### config.mk
export PLATFORM = sky130hd
export DESIGN_NAME = block_ownership_map
export DESIGN_NICKNAME = d
export VERILOG_FILES = /design/src/hdl/bom_pkg.sv /design/src/hdl/bom_ram.sv /design/src/hdl/bom_datapath.sv /design/src/hdl/bom_ctrl.sv /design/src/hdl/block_ownership_map.sv
export SDC_FILE = /design/constraint.sdc
export NUM_CORES = 2
export LEC_CHECK = 0
export BUFFER_PORTS_ARGS = -buffer_cell sky130_fd_sc_hd__buf_2
export CORE_MARGIN = 2
export CORE_UTILIZATION = 40
export CTS_CLUSTER_DIAMETER = 80
export DETAILED_ROUTE_END_ITERATION = 8
export PLACE_DENSITY_LB_ADDON = 0.3
export SETUP_SLACK_MARGIN = 0.02
export SLEW_MARGIN = 10
export SYNTH_ARGS = -nofsm -noshare
export SYNTH_HDL_FRONTEND = slang
export SYNTH_HIERARCHICAL = 1
export SYNTH_SLANG_ARGS = --single-unit
### constraint.sdc
create_clock -name i_clk -period 13.31 [get_ports i_clk]
set_input_delay 0.6655 -clock i_clk [delete_from_list [all_inputs] [get_ports i_clk]]
set_output_delay 0.6655 -clock i_clk [all_outputs]
set_load 0.01 [all_outputs]
### src/hdl/bom_pkg.sv
// ----------------------------------------------------------------------------
// bom_pkg
// Shared constants, codes and controller/datapath interface types of the
// block ownership map.
// ----------------------------------------------------------------------------
package bom_pkg;

    localparam int unsigned NUM_BLOCKS_DEF = 64;
    localparam int unsigned NUM_SLOTS_DEF  = 16;

    localparam int unsigned KIND_W      = 3;
    localparam int unsigned SLOT_W      = 4;
    localparam int unsigned CNT_W       = 7;
    localparam int unsigned LG_W        = 6;
    localparam int unsigned ST_W        = 2;
    localparam int unsigned MK_W        = 2;
    localparam int unsigned USED_W      = 7;
    localparam int unsigned IN_TDATA_W  = 32;
    localparam int unsigned OUT_TDATA_W = 32;
    localparam int unsigned LOG_DEPTH   = 64;
    localparam int unsigned TBL_W       = SLOT_W + LG_W;

    localparam logic [CNT_W-1:0] MAX_BLOCKS_RST = 7'd64;
    localparam logic [CNT_W-1:0] CNT_CAP        = 7'd64;
    localparam logic [USED_W-1:0] USED_SAT      = 7'd127;

    // operation kinds
    localparam logic [KIND_W-1:0] K_ALLOC   = 3'd0;
    localparam logic [KIND_W-1:0] K_FREE    = 3'd1;
    localparam logic [KIND_W-1:0] K_EVICT   = 3'd2;
    localparam logic [KIND_W-1:0] K_RESIZE  = 3'd3;
    localparam logic [KIND_W-1:0] K_ARRANGE = 3'd4;
    localparam logic [KIND_W-1:0] K_USED    = 3'd5;

    // result status
    localparam logic [ST_W-1:0] ST_OK      = 2'd0;
    localparam logic [ST_W-1:0] ST_NOMEM   = 2'd1;
    localparam logic [ST_W-1:0] ST_MISSING = 2'd2;
    localparam logic [ST_W-1:0] ST_OVER    = 2'd3;

    // move kinds
    localparam logic [MK_W-1:0] MK_REPORT = 2'd0;
    localparam logic [MK_W-1:0] MK_COPY   = 2'd1;
    localparam logic [MK_W-1:0] MK_SWAP   = 2'd2;

    // result select
    localparam logic [2:0] RES_STAT  = 3'd0;
    localparam logic [2:0] RES_USED  = 3'd1;
    localparam logic [2:0] RES_PLACE = 3'd2;
    localparam logic [2:0] RES_EVICT = 3'd3;
    localparam logic [2:0] RES_MISS  = 3'd4;
    localparam logic [2:0] RES_PEND  = 3'd5;

    typedef struct packed {
        logic            ld_op;
        logic            e_clr;
        logic            e_inc;
        logic            e_ld_i;
        logic            i_clr;
        logic            i_ld_cur;
        logic            i_ld_cnt;
        logic            i_inc;
        logic            idx_clr;
        logic            tbl_rd;
        logic            idx_rd;
        logic            take;
        logic            free_e;
        logic            free_idx;
        logic            bld_upd;
        logic            save_i;
        logic            swap1;
        logic            swap2;
        logic            pend_ld;
        logic            pend_clr;
        logic            emit;
        logic [2:0]      res;
        logic [ST_W-1:0] st;
        logic            last;
    } t_cmd;

    typedef struct packed {
        logic [KIND_W-1:0] kind;
        logic              kind_bad;
        logic              slot_bad;
        logic              cnt_zero;
        logic              alloc_fail;
        logic              over;
        logic              grow;
        logic              grow_nomem;
        logic              e_end;
        logic              i_eq_cnt;
        logic              i_last;
        logic              i_ge64;
        logic              shr_done;
        logic              locv_i;
        logic              valid_e;
        logic              own_hit;
        logic              mv_hit;
        logic              e_eq_i;
        logic              pend_v;
        logic              out_free;
    } t_sts;

endpackage

### src/hdl/bom_ram.sv
// ----------------------------------------------------------------------------
// bom_ram
// Generic simple dual-port RAM: one write port, one registered read port.
// ----------------------------------------------------------------------------
module bom_ram #(
    parameter int unsigned WIDTH = 8,
    parameter int unsigned DEPTH = 64,
    localparam int unsigned AW   = $clog2(DEPTH)
) (
    input  logic             i_clk,
    input  logic             i_we,
    input  logic [AW-1:0]    i_waddr,
    input  logic [WIDTH-1:0] i_wdata,
    input  logic             i_re,
    input  logic [AW-1:0]    i_raddr,
    output logic [WIDTH-1:0] o_rdata
);

    logic [WIDTH-1:0] r_mem [DEPTH];
    logic [WIDTH-1:0] r_rdata;

    always_ff @(posedge i_clk) begin
        if (i_we) begin
            r_mem[i_waddr] <= i_wdata;
        end
        if (i_re) begin
            r_rdata <= r_mem[i_raddr];
        end
    end

    assign o_rdata = r_rdata;

endmodule

### src/hdl/bom_datapath.sv
// ----------------------------------------------------------------------------
// bom_datapath
// Ownership table, per-operation logical index, counters, move buffer and
// result register of the block ownership map.
// ----------------------------------------------------------------------------
module bom_datapath import bom_pkg::*; #(
    parameter int unsigned NUM_BLOCKS = NUM_BLOCKS_DEF,
    parameter int unsigned NUM_SLOTS  = NUM_SLOTS_DEF
) (
    input  logic                   i_clk,
    input  logic                   i_rst_n,
    input  logic [IN_TDATA_W-1:0]  i_tdata,
    input  logic [KIND_W-1:0]      i_tuser,
    input  logic                   i_cfg_valid,
    input  logic [CNT_W-1:0]       i_cfg_data,
    input  t_cmd                   i_cmd,
    output t_sts                   o_sts,
    input  logic                   i_m_tready,
    output logic                   o_m_tvalid,
    output logic [OUT_TDATA_W-1:0] o_m_tdata,
    output logic [MK_W-1:0]        o_m_tuser,
    output logic                   o_m_tlast
);

    localparam int unsigned EW = $clog2(NUM_BLOCKS);
    localparam int unsigned CW = $clog2(NUM_BLOCKS + 1);

    // latched operation and configuration
    logic [KIND_W-1:0] r_kind;
    logic [SLOT_W-1:0] r_slot;
    logic [CNT_W-1:0]  r_count;
    logic [CNT_W-1:0]  r_cur;
    logic [CNT_W-1:0]  r_nb;
    logic [CNT_W-1:0]  r_max;

    logic [CW-1:0]     r_e;
    logic [CNT_W-1:0]  r_i;
    logic [CW-1:0]     r_used;
    logic [NUM_BLOCKS-1:0] r_valid;
    logic [LOG_DEPTH-1:0]  r_locv;

    logic [TBL_W-1:0]  r_di;
    logic              r_vi;
    logic              r_pv;
    logic [LG_W-1:0]   r_pphys;
    logic [LG_W-1:0]   r_ppart;
    logic [LG_W-1:0]   r_plg;
    logic [MK_W-1:0]   r_pmk;

    logic              r_ovalid;
    logic [ST_W-1:0]   r_ost;
    logic [LG_W-1:0]   r_ophys;
    logic [LG_W-1:0]   r_opart;
    logic [LG_W-1:0]   r_olg;
    logic [MK_W-1:0]   r_omk;
    logic [USED_W-1:0] r_oused;
    logic              r_olast;

    logic [ST_W-1:0]   n_st;
    logic [LG_W-1:0]   n_phys;
    logic [LG_W-1:0]   n_part;
    logic [LG_W-1:0]   n_lg;
    logic [MK_W-1:0]   n_mk;
    logic [USED_W-1:0] n_used;
    logic              n_last;

    logic [EW-1:0]     e_idx;
    logic [EW-1:0]     i_idx;
    logic [TBL_W-1:0]  tbl_rd;
    logic [EW-1:0]     idx_rd;
    logic [SLOT_W-1:0] tbl_owner;
    logic [LG_W-1:0]   tbl_lg;
    logic [CW-1:0]     free_n;
    logic [8:0]        room;
    logic              own_hit;
    logic              bld_we;
    logic              out_free;
    logic              i_last;
    logic [USED_W-1:0] used_sat;

    logic              tbl_we;
    logic [EW-1:0]     tbl_waddr;
    logic [TBL_W-1:0]  tbl_wdata;
    logic              v_we;
    logic [EW-1:0]     v_addr;
    logic              v_data;

    assign e_idx     = r_e[EW-1:0];
    assign i_idx     = EW'(r_i);
    assign tbl_owner = tbl_rd[TBL_W-1:LG_W];
    assign tbl_lg    = tbl_rd[LG_W-1:0];
    assign free_n    = CW'(NUM_BLOCKS) - r_used;
    assign room      = (9'(r_nb) >= 9'(NUM_BLOCKS)) ? 9'd1 : 9'(NUM_BLOCKS) - 9'(r_nb);
    assign own_hit   = r_valid[e_idx] && (tbl_owner == r_slot);
    assign bld_we    = i_cmd.bld_upd && own_hit && !r_locv[tbl_lg];
    assign out_free  = !r_ovalid || i_m_tready;
    assign i_last    = (8'(r_i) + 8'd1) == 8'(r_count);
    assign used_sat  = (9'(r_used) > 9'(USED_SAT)) ? USED_SAT : USED_W'(r_used);

    always_comb begin
        o_sts            = '0;
        o_sts.kind       = r_kind;
        o_sts.kind_bad   = r_kind > K_USED;
        o_sts.slot_bad   = 9'(r_slot) >= 9'(NUM_SLOTS);
        o_sts.cnt_zero   = r_count == '0;
        o_sts.alloc_fail = (r_count > CNT_CAP) || (9'(free_n) < 9'(r_count));
        o_sts.grow       = r_count > r_cur;
        o_sts.over       = (r_count > r_max) || (r_count > CNT_CAP)
                           || ((r_count > r_cur) && (9'(r_count) > room));
        o_sts.grow_nomem = 9'(free_n) < 9'(r_count - r_cur);
        o_sts.e_end      = 9'(r_e) == 9'(NUM_BLOCKS);
        o_sts.i_eq_cnt   = r_i == r_count;
        o_sts.i_last     = i_last;
        o_sts.i_ge64     = r_i >= CNT_CAP;
        o_sts.shr_done   = (r_i >= r_cur) || (r_i >= CNT_CAP);
        o_sts.locv_i     = r_locv[r_i[LG_W-1:0]];
        o_sts.valid_e    = r_valid[e_idx];
        o_sts.own_hit    = own_hit;
        o_sts.mv_hit     = own_hit && (tbl_lg == r_i[LG_W-1:0]);
        o_sts.e_eq_i     = 9'(r_e) == 9'(r_i);
        o_sts.pend_v     = r_pv;
        o_sts.out_free   = out_free;
    end

    // table write port: placement, or the two halves of an exchange
    assign tbl_we    = i_cmd.take || i_cmd.swap1 || i_cmd.swap2;
    assign tbl_waddr = i_cmd.swap1 ? i_idx : e_idx;
    assign tbl_wdata = i_cmd.take  ? {r_slot, r_i[LG_W-1:0]} :
                       i_cmd.swap1 ? tbl_rd : r_di;

    assign v_we   = i_cmd.take || i_cmd.free_e || i_cmd.free_idx
                    || i_cmd.swap1 || i_cmd.swap2;
    assign v_addr = i_cmd.free_idx ? idx_rd : (i_cmd.swap1 ? i_idx : e_idx);
    assign v_data = (i_cmd.take || i_cmd.swap1) ? 1'b1 : (i_cmd.swap2 ? r_vi : 1'b0);

    bom_ram #(.WIDTH(TBL_W), .DEPTH(NUM_BLOCKS)) u_tbl (
        .i_clk   (i_clk),
        .i_we    (tbl_we),
        .i_waddr (tbl_waddr),
        .i_wdata (tbl_wdata),
        .i_re    (i_cmd.tbl_rd),
        .i_raddr (e_idx),
        .o_rdata (tbl_rd)
    );

    // logical block -> lowest entry of the slot, rebuilt for evict, resize and arrange
    bom_ram #(.WIDTH(EW), .DEPTH(LOG_DEPTH)) u_idx (
        .i_clk   (i_clk),
        .i_we    (bld_we),
        .i_waddr (tbl_lg),
        .i_wdata (e_idx),
        .i_re    (i_cmd.idx_rd),
        .i_raddr (r_i[LG_W-1:0]),
        .o_rdata (idx_rd)
    );

    always_ff @(posedge i_clk) begin
        if (i_cmd.ld_op) begin
            r_kind  <= i_tuser;
            r_slot  <= i_tdata[3:0];
            r_count <= i_tdata[10:4];
            r_cur   <= i_tdata[17:11];
            r_nb    <= i_tdata[24:18];
        end
        if (i_cmd.e_clr) begin
            r_e <= '0;
        end else if (i_cmd.e_ld_i) begin
            r_e <= CW'(r_i);
        end else if (i_cmd.e_inc) begin
            r_e <= r_e + 1'b1;
        end
        if (i_cmd.i_clr) begin
            r_i <= '0;
        end else if (i_cmd.i_ld_cur) begin
            r_i <= r_cur;
        end else if (i_cmd.i_ld_cnt) begin
            r_i <= r_count;
        end else if (i_cmd.i_inc) begin
            r_i <= r_i + 1'b1;
        end
        if (i_cmd.save_i) begin
            r_di <= tbl_rd;
            r_vi <= r_valid[e_idx];
        end
        if (i_cmd.pend_ld) begin
            r_pphys <= r_i[LG_W-1:0];
            r_ppart <= LG_W'(r_e);
            r_plg   <= r_i[LG_W-1:0];
            r_pmk   <= r_vi ? MK_SWAP : MK_COPY;
        end
        if (i_cmd.emit) begin
            r_ost   <= n_st;
            r_ophys <= n_phys;
            r_opart <= n_part;
            r_olg   <= n_lg;
            r_omk   <= n_mk;
            r_oused <= n_used;
            r_olast <= n_last;
        end
    end

    always_ff @(posedge i_clk) begin
        if (!i_rst_n) begin
            r_max    <= MAX_BLOCKS_RST;
            r_used   <= '0;
            r_valid  <= '0;
            r_locv   <= '0;
            r_pv     <= 1'b0;
            r_ovalid <= 1'b0;
        end else begin
            if (i_cfg_valid) begin
                r_max <= i_cfg_data;
            end
            if (i_cmd.take) begin
                r_used <= r_used + 1'b1;
            end else if (i_cmd.free_e || i_cmd.free_idx) begin
                r_used <= r_used - 1'b1;
            end
            if (v_we) begin
                r_valid[v_addr] <= v_data;
            end
            if (i_cmd.idx_clr) begin
                r_locv <= '0;
            end else if (bld_we) begin
                r_locv[tbl_lg] <= 1'b1;
            end
            if (i_cmd.pend_clr) begin
                r_pv <= 1'b0;
            end else if (i_cmd.pend_ld) begin
                r_pv <= 1'b1;
            end
            if (i_cmd.emit) begin
                r_ovalid <= 1'b1;
            end else if (i_m_tready) begin
                r_ovalid <= 1'b0;
            end
        end
    end

    always_comb begin
        n_st   = ST_OK;
        n_phys = '0;
        n_part = '0;
        n_lg   = '0;
        n_mk   = MK_REPORT;
        n_used = '0;
        n_last = 1'b1;
        case (i_cmd.res)
            RES_STAT:  n_st = i_cmd.st;
            RES_USED:  n_used = used_sat;
            RES_PLACE: begin
                n_phys = LG_W'(r_e);
                n_lg   = r_i[LG_W-1:0];
                n_last = i_last;
            end
            RES_EVICT: begin
                n_phys = LG_W'(idx_rd);
                n_lg   = r_i[LG_W-1:0];
                n_last = i_last;
            end
            RES_MISS: begin
                n_st = ST_MISSING;
                n_lg = r_i[LG_W-1:0];
            end
            RES_PEND: begin
                n_phys = r_pphys;
                n_part = r_ppart;
                n_lg   = r_plg;
                n_mk   = r_pmk;
                n_last = i_cmd.last;
            end
            default: n_st = ST_OK;
        endcase
    end

    assign o_m_tvalid = r_ovalid;
    assign o_m_tdata  = {5'd0, r_oused, r_olg, r_opart, r_ophys, r_ost};
    assign o_m_tuser  = r_omk;
    assign o_m_tlast  = r_olast;

endmodule

### src/hdl/bom_ctrl.sv
// ----------------------------------------------------------------------------
// bom_ctrl
// Operation sequencer: walks the table scans, index build, checks and moves.
// ----------------------------------------------------------------------------
module bom_ctrl import bom_pkg::*; (
    input  logic i_clk,
    input  logic i_rst_n,
    input  logic i_s_tvalid,
    output logic o_s_tready,
    input  t_sts i_sts,
    output t_cmd o_cmd
);

    localparam logic [4:0] S_IDLE    = 5'd0;
    localparam logic [4:0] S_DISP    = 5'd1;
    localparam logic [4:0] S_ALLOC   = 5'd2;
    localparam logic [4:0] S_FREE_RD = 5'd3;
    localparam logic [4:0] S_FREE_CK = 5'd4;
    localparam logic [4:0] S_GROW    = 5'd5;
    localparam logic [4:0] S_BLD_RD  = 5'd6;
    localparam logic [4:0] S_BLD_CK  = 5'd7;
    localparam logic [4:0] S_SHR_RD  = 5'd8;
    localparam logic [4:0] S_SHR_CK  = 5'd9;
    localparam logic [4:0] S_CHK     = 5'd10;
    localparam logic [4:0] S_EV_RD   = 5'd11;
    localparam logic [4:0] S_EV_CK   = 5'd12;
    localparam logic [4:0] S_MV_TOP  = 5'd13;
    localparam logic [4:0] S_MV_RD   = 5'd14;
    localparam logic [4:0] S_MV_CK   = 5'd15;
    localparam logic [4:0] S_SW1     = 5'd16;
    localparam logic [4:0] S_SW2     = 5'd17;

    logic [4:0] r_state;
    logic [4:0] n_state;
    logic       r_shr;
    logic       n_shr;

    assign o_s_tready = (r_state == S_IDLE);

    always_comb begin
        o_cmd   = '0;
        n_state = r_state;
        n_shr   = r_shr;
        case (r_state)
            S_IDLE: begin
                if (i_s_tvalid) begin
                    o_cmd.ld_op = 1'b1;
                    n_shr       = 1'b0;
                    n_state     = S_DISP;
                end
            end
            S_DISP: begin
                o_cmd.res = RES_STAT;
                if (i_sts.kind_bad || (i_sts.kind != K_USED && i_sts.slot_bad)) begin
                    n_state = S_IDLE;
                end else begin
                    case (i_sts.kind)
                        K_USED: begin
                            o_cmd.res = RES_USED;
                            if (i_sts.out_free) begin
                                o_cmd.emit = 1'b1;
                                n_state    = S_IDLE;
                            end
                        end
                        K_ALLOC: begin
                            if (i_sts.alloc_fail || i_sts.cnt_zero) begin
                                o_cmd.st = i_sts.alloc_fail ? ST_NOMEM : ST_OK;
                                if (i_sts.out_free) begin
                                    o_cmd.emit = 1'b1;
                                    n_state    = S_IDLE;
                                end
                            end else begin
                                o_cmd.e_clr = 1'b1;
                                o_cmd.i_clr = 1'b1;
                                n_state     = S_ALLOC;
                            end
                        end
                        K_FREE: begin
                            o_cmd.e_clr = 1'b1;
                            n_state     = S_FREE_RD;
                        end
                        K_EVICT: begin
                            if (i_sts.cnt_zero) begin
                                o_cmd.st = ST_NOMEM;
                                if (i_sts.out_free) begin
                                    o_cmd.emit = 1'b1;
                                    n_state    = S_IDLE;
                                end
                            end else begin
                                o_cmd.idx_clr = 1'b1;
                                o_cmd.e_clr   = 1'b1;
                                n_state       = S_BLD_RD;
                            end
                        end
                        K_RESIZE: begin
                            if (i_sts.over || (i_sts.grow && i_sts.grow_nomem)) begin
                                o_cmd.st = i_sts.over ? ST_OVER : ST_NOMEM;
                                if (i_sts.out_free) begin
                                    o_cmd.emit = 1'b1;
                                    n_state    = S_IDLE;
                                end
                            end else if (i_sts.grow) begin
                                o_cmd.e_clr    = 1'b1;
                                o_cmd.i_ld_cur = 1'b1;
                                n_state        = S_GROW;
                            end else begin
                                o_cmd.idx_clr = 1'b1;
                                o_cmd.e_clr   = 1'b1;
                                n_state       = S_BLD_RD;
                            end
                        end
                        default: begin
                            o_cmd.idx_clr = 1'b1;
                            o_cmd.e_clr   = 1'b1;
                            n_state       = S_BLD_RD;
                        end
                    endcase
                end
            end
            S_ALLOC: begin
                o_cmd.res = RES_PLACE;
                if (!i_sts.valid_e) begin
                    if (i_sts.out_free) begin
                        o_cmd.take  = 1'b1;
                        o_cmd.emit  = 1'b1;
                        o_cmd.i_inc = 1'b1;
                        o_cmd.e_inc = 1'b1;
                        if (i_sts.i_last) begin
                            n_state = S_IDLE;
                        end
                    end
                end else begin
                    o_cmd.e_inc = 1'b1;
                end
            end
            S_FREE_RD: begin
                if (i_sts.e_end) begin
                    o_cmd.res = RES_STAT;
                    o_cmd.st  = ST_OK;
                    if (i_sts.out_free) begin
                        o_cmd.emit = 1'b1;
                        n_state    = S_IDLE;
                    end
                end else begin
                    o_cmd.tbl_rd = 1'b1;
                    n_state      = S_FREE_CK;
                end
            end
            S_FREE_CK: begin
                o_cmd.free_e = i_sts.own_hit;
                o_cmd.e_inc  = 1'b1;
                n_state      = S_FREE_RD;
            end
            S_GROW: begin
                if (i_sts.i_eq_cnt) begin
                    o_cmd.idx_clr = 1'b1;
                    o_cmd.e_clr   = 1'b1;
                    n_state       = S_BLD_RD;
                end else begin
                    o_cmd.e_inc = 1'b1;
                    if (!i_sts.valid_e) begin
                        o_cmd.take  = 1'b1;
                        o_cmd.i_inc = 1'b1;
                    end
                end
            end
            S_BLD_RD: begin
                if (i_sts.e_end) begin
                    if (i_sts.kind == K_RESIZE && !i_sts.grow && !r_shr) begin
                        o_cmd.i_ld_cnt = 1'b1;
                        n_state        = S_SHR_RD;
                    end else begin
                        o_cmd.i_clr = 1'b1;
                        n_state     = S_CHK;
                    end
                end else begin
                    o_cmd.tbl_rd = 1'b1;
                    n_state      = S_BLD_CK;
                end
            end
            S_BLD_CK: begin
                o_cmd.bld_upd = 1'b1;
                o_cmd.e_inc   = 1'b1;
                n_state       = S_BLD_RD;
            end
            S_SHR_RD: begin
                if (i_sts.shr_done) begin
                    // rebuild the index over the shrunk image before arranging
                    n_shr         = 1'b1;
                    o_cmd.idx_clr = 1'b1;
                    o_cmd.e_clr   = 1'b1;
                    n_state       = S_BLD_RD;
                end else begin
                    o_cmd.idx_rd = 1'b1;
                    n_state      = S_SHR_CK;
                end
            end
            S_SHR_CK: begin
                o_cmd.free_idx = i_sts.locv_i;
                o_cmd.i_inc    = 1'b1;
                n_state        = S_SHR_RD;
            end
            S_CHK: begin
                o_cmd.res = RES_MISS;
                if (i_sts.i_eq_cnt) begin
                    o_cmd.i_clr = 1'b1;
                    if (i_sts.kind == K_EVICT) begin
                        n_state = S_EV_RD;
                    end else begin
                        o_cmd.pend_clr = 1'b1;
                        n_state        = S_MV_TOP;
                    end
                end else if (i_sts.i_ge64 || !i_sts.locv_i) begin
                    if (i_sts.out_free) begin
                        o_cmd.emit = 1'b1;
                        n_state    = S_IDLE;
                    end
                end else begin
                    o_cmd.i_inc = 1'b1;
                end
            end
            S_EV_RD: begin
                o_cmd.idx_rd = 1'b1;
                n_state      = S_EV_CK;
            end
            S_EV_CK: begin
                o_cmd.res = RES_EVICT;
                if (i_sts.out_free) begin
                    o_cmd.emit     = 1'b1;
                    o_cmd.free_idx = 1'b1;
                    o_cmd.i_inc    = 1'b1;
                    n_state        = i_sts.i_last ? S_IDLE : S_EV_RD;
                end
            end
            S_MV_TOP: begin
                if (i_sts.i_eq_cnt) begin
                    o_cmd.res  = i_sts.pend_v ? RES_PEND : RES_STAT;
                    o_cmd.st   = ST_OK;
                    o_cmd.last = 1'b1;
                    if (i_sts.out_free) begin
                        o_cmd.emit = 1'b1;
                        n_state    = S_IDLE;
                    end
                end else begin
                    o_cmd.e_ld_i = 1'b1;
                    n_state      = S_MV_RD;
                end
            end
            S_MV_RD: begin
                o_cmd.tbl_rd = 1'b1;
                n_state      = S_MV_CK;
            end
            S_MV_CK: begin
                o_cmd.save_i = i_sts.e_eq_i;
                if (i_sts.mv_hit) begin
                    if (i_sts.e_eq_i) begin
                        o_cmd.i_inc = 1'b1;
                        n_state     = S_MV_TOP;
                    end else begin
                        n_state = S_SW1;
                    end
                end else begin
                    o_cmd.e_inc = 1'b1;
                    n_state     = S_MV_RD;
                end
            end
            S_SW1: begin
                o_cmd.swap1 = 1'b1;
                n_state     = S_SW2;
            end
            S_SW2: begin
                // hold one move back so the final one can carry last
                o_cmd.res  = RES_PEND;
                o_cmd.last = 1'b0;
                if (!i_sts.pend_v || i_sts.out_free) begin
                    o_cmd.swap2   = 1'b1;
                    o_cmd.emit    = i_sts.pend_v;
                    o_cmd.pend_ld = 1'b1;
                    o_cmd.i_inc   = 1'b1;
                    n_state       = S_MV_TOP;
                end
            end
            default: n_state = S_IDLE;
        endcase
    end

    always_ff @(posedge i_clk) begin
        if (!i_rst_n) begin
            r_state <= S_IDLE;
            r_shr   <= 1'b0;
        end else begin
            r_state <= n_state;
            r_shr   <= n_shr;
        end
    end

endmodule

### src/hdl/block_ownership_map.sv
// ----------------------------------------------------------------------------
// block_ownership_map
// Ownership table of fixed-size memory blocks with alloc, free, evict,
// resize, arrange and used-count operations.
// ----------------------------------------------------------------------------
// Usage:
//   One item on the s_axis channel is one operation; the block answers on
//   the m_axis channel with one or more result items, tlast on the final one.
//   Kinds 6 and 7, and slot operations on a slot of NUM_SLOTS or above, give none.
//   The cfg channel writes max_process_blocks; it is always ready and should
//   only be written while no operation is in flight.
// Sequencing (n = count):
//   One operation at a time; s_axis_tready is high only when idle.
//   used count: a single result. alloc: a scan for free entries. free: a read
//   and check of every entry. evict: index build, n checks, n evictions.
//   arrange/resize: index build (twice for a shrink) + n checks + per logical
//   block a scan of the entries from that position plus any exchange.
//   Every table entry is read through the table RAM's registered read.
// Reset: every block free, max_process_blocks = 64, no result pending.
// Stall: results sit in an output register; while m_axis_tready is low the
//   sequencer holds before its next result, but steps that emit nothing, table writes among them, go on.
// ----------------------------------------------------------------------------
module block_ownership_map import bom_pkg::*; #(
    parameter int unsigned NUM_BLOCKS = NUM_BLOCKS_DEF,
    parameter int unsigned NUM_SLOTS  = NUM_SLOTS_DEF
) (
    input  logic                   i_clk,
    input  logic                   i_rst_n,
    input  logic                   i_s_axis_tvalid,
    output logic                   o_s_axis_tready,
    // slot[3:0], count[10:4], current_count[17:11],
    // neighbour_blocks[24:18], zero fill
    input  logic [IN_TDATA_W-1:0]  i_s_axis_tdata,
    // kind[2:0]
    input  logic [KIND_W-1:0]      i_s_axis_tuser,
    // status[1:0], phys_index[7:2], partner_index[13:8],
    // logical_block[19:14], used_blocks[26:20], zero fill
    output logic                   o_m_axis_tvalid,
    input  logic                   i_m_axis_tready,
    output logic [OUT_TDATA_W-1:0] o_m_axis_tdata,
    // move_kind[1:0]
    output logic [MK_W-1:0]        o_m_axis_tuser,
    output logic                   o_m_axis_tlast,
    // max_process_blocks
    input  logic                   i_cfg_valid,
    output logic                   o_cfg_ready,
    input  logic [CNT_W-1:0]       i_cfg_data
);

    t_cmd cmd;
    t_sts sts;

    // Configuration is a plain register write, always accepted.
    assign o_cfg_ready = 1'b1;

    bom_ctrl u_ctrl (
        .i_clk      (i_clk),
        .i_rst_n    (i_rst_n),
        .i_s_tvalid (i_s_axis_tvalid),
        .o_s_tready (o_s_axis_tready),
        .i_sts      (sts),
        .o_cmd      (cmd)
    );

    bom_datapath #(
        .NUM_BLOCKS (NUM_BLOCKS),
        .NUM_SLOTS  (NUM_SLOTS)
    ) u_dp (
        .i_clk       (i_clk),
        .i_rst_n     (i_rst_n),
        .i_tdata     (i_s_axis_tdata),
        .i_tuser     (i_s_axis_tuser),
        .i_cfg_valid (i_cfg_valid),
        .i_cfg_data  (i_cfg_data),
        .i_cmd       (cmd),
        .o_sts       (sts),
        .i_m_tready  (i_m_axis_tready),
        .o_m_tvalid  (o_m_axis_tvalid),
        .o_m_tdata   (o_m_axis_tdata),
        .o_m_tuser   (o_m_axis_tuser),
        .o_m_tlast   (o_m_axis_tlast)
    );

endmodule

==> metrics <==
period utilization 42.4%; gr ovfl total 0; Setup crit start u_dp/r_e[1]; initial DRC count 3306; Boundary Pins 85; Chip Height 374 µm; drc violations 0; Post-Place Cell Area 56900 µm²; Die Footprint 140000 µm²; Peak VDD IR 0.000136 V; CP Launch Type register; worst r2r dst u_dp/u_tbl/r_mem[22][1]; CP max-delay cell nor2_1; Distinct cells, synth 94; most frequent cells after synthesis edfxtp_1 (1123), mux4_2 (299), nor2_1 (219); Max H-tree Level 4; setup bufs post-CTS 0; fill count 11.8k; register area share after synthesis 67.5%; Synth Instances 3368; TritonRoute pass-1 iters 6; Die Width 374 µm; min Tclk post-route 5640 ps; Worst path max stage delay 1100 ps; Hold Fails Final Rpt 0; Main synth FF type edfxtp_1; fin worst setup slack 7670 ps; share of the synthesized area in the top cell type 61.5%; hpwl dp 78.9 mm; Min-Delay Path Class in2reg; Clock Tree Root clkbuf_16; asr flop ratio synth 0%; Post-synth EDFFs 1123; area leader, netlist edfxtp_1; area grow syn2layout 11.2%; Power per Cell Area 187 nW/µm²; Crit Path Max Fanout 25; Pleak 0.0196 µW; nets 3508; #FFs+latches synth 1287; drt wl/cell 24.7 µm; worst slew pin tran 1250 ps; CTS tree yes; final WL 131 mm; I/O Buffers 71; Worst Skew 27.1 ps; global-route wire length before repair 197 mm; Via Count 30.7k; GPL Wtd Cong 0.912; critical-path cell list mux4_2, nor2b_1, a2111oi_0, nor4_1, nor2_1, nor2_1, a21oi_4, or3_1, nor2b_1, nand3_1, nor2_1; Multi-input gate area 16600 µm²; Skew-Pair Late Insertion Delay 760 ps; R2R depth 11; Post-Place Setup Slack 7740 ps; crit path capture u_dp/u_tbl/r_mem[22][1]; CTS Buf Count 131; Total Routing Usage GR 18.6%; Mapped Area 54800 µm²; Clock transition at path regs 60 ps; Post-DRT Antenna Nets 0; final setup vio count 0; initial antenna violation count 1; CP Class reg2reg; Crit path top cell by count nor2_1; Synthesis Warnings 6; CTS Buffer Depth 3; clock sinks 1287; RSZ-0062 raised after global routing no; Mapped Avg Cell Area 16.3 µm²; count leader, synth edfxtp_1; Hold-fix buffers, CTS 0; worst r2r src u_dp/r_e[1]; row count 135; Vias per Instance 5.80; Req. time, crit path 13670 ps; post-cts sizing count 0; slew margin rel. 16.3%; setup TNS 0 ps; Starting Density 40.4%; layout cells sized above 1 19.4%; fin area 61000 µm²; crit path capture type register; register area 37000 µm²; CP arrival 6000 ps; Slew Viols, Final 0; Max Fclk 177 MHz; max_cap viols 0; top cells by area, synth edfxtp_1 (62%), mux4_2 (12%), dfxtp_1 (6.0%); largest net degree at the start of global routing 165; vias in the first global route 30.3k; core footprint 136000 µm²; outcome complete, no violations; Worst R2R Setup Slack 7670 ps; diodes inserted 0
## report_power, final
part           switching (µW)  internal (µW)
Clock                    1520           1990
Sequential                238           4730
Combinational            1730           1200
## how the worst min path moves through the flow
stage	from	endpoint	slack [ps]	cells past startpoint
final	i_s_axis_tdata[18]	u_dp/r_nb[0]	90	1
after global routing	i_s_axis_tdata[18]	u_dp/r_nb[0]	50	1
after CTS	i_s_axis_tdata[18]	u_dp/r_nb[0]	30	1
after detailed placement	u_dp/r_locv[47]	u_dp/r_locv[47]	460	2
after global placement	u_dp/r_locv[34]	u_dp/r_locv[34]	460	2
after floorplan	u_dp/r_locv[62]	u_dp/r_locv[62]	440	2
## stage by stage
| stage | instances | hold slack [ps] | utilization, % | power [µW] |
|---|---|---|---|---|
| 5_1_grt | 5287 | 48.0 | 44.9 | 11900 |
| 3_5_place_dp | 5056 | 463 | 41.9 | 8010 |
| 4_1_cts | 5287 | 30.3 | 44.9 | 11500 |
| 6_report | 5287 | 85.2 | 44.9 | 11400 |
| 2_1_floorplan | 3373 | 436 | - | 7140 |
| 3_3_place_gp | 5056 | 457 | 41.9 | 7990 |
## routing by layer
layer  global-route usage (%)  up-vias  part of all wire (%)
li1                         -    13455                     -
met1                     26.2    15866                    43
met2                     29.6     1138                    48
met3                     3.31      212                   6.7
met4                     5.54        0                   2.4
met5                        0        -                     0
## worst max-delay path, delay by kind of cell (launching register included)
family / cells / cell delay, ps
AO/OA/AOI/OAI: 2 / 1070
flip-flops: 1 / 660
multiplexers: 1 / 550
AND/OR/NAND/NOR: 8 / 2930
## flip-flops by register name, summed over array words and instances (netlist names), 7 cells and up
name and count:
u_dp/u_idx/r_mem 384, u_dp/r_e 7, u_dp/r_locv 64, u_dp/r_oused 7
u_dp/u_tbl/r_mem 640, u_dp/r_used 7, u_dp/r_cur 7, u_dp/r_di 10
u_dp/r_nb 7, u_dp/u_tbl/o_rdata 10, u_dp/r_count 7, u_dp/r_max 7
u_dp/r_valid 64, u_dp/r_i 7
## area by class of cell
class                      count  share of cell area (%)
clock buffer                 170                    5.82
clock inverter                61                   0.837
inverter                      56                   0.345
multi-input combinational   1803                    27.3
sequential                  1287                    60.7
tap                         1781                    3.65
timing repair buffer         129                    1.32
## cells by family after synthesis
| logic type | after synthesis | synth area share [%] |
|---|---|---|
| XOR/XNOR | 58 | 0.927 |
| multiplexers | 415 | 14.5 |
| adder cells (fa/ha/maj) | 53 | 1.24 |
| AO/OA/AOI/OAI | 523 | 6.76 |
| other | 2 | 0.0137 |
| flip-flops | 1287 | 67.5 |
| AND/OR/NAND/NOR | 747 | 6.56 |
| buffers and inverters | 283 | 2.45 |
## placed cells by master (no fill, tap or decap), drive strengths merged, types with 18 or more instances in the layout
master and n:
o21ai 128, o31ai 18, a21oi 70, nand3 62
ha 51, nand4 20, nor2 219, edfxtp 1123
clkbuf 170, xor2 25, nand3b 20, mux2i 96
a22oi 18, inv 65, dfxtp 164, nor2b 50
o22ai 19, mux4 302, nand2b 29, buf 129
o21bai 67, nor3 24, o311a 61, and2 27
xnor2 33, clkinv 45, o221ai 18, nand2 215
No activity file was read; power rests on OpenSTA's default activity.
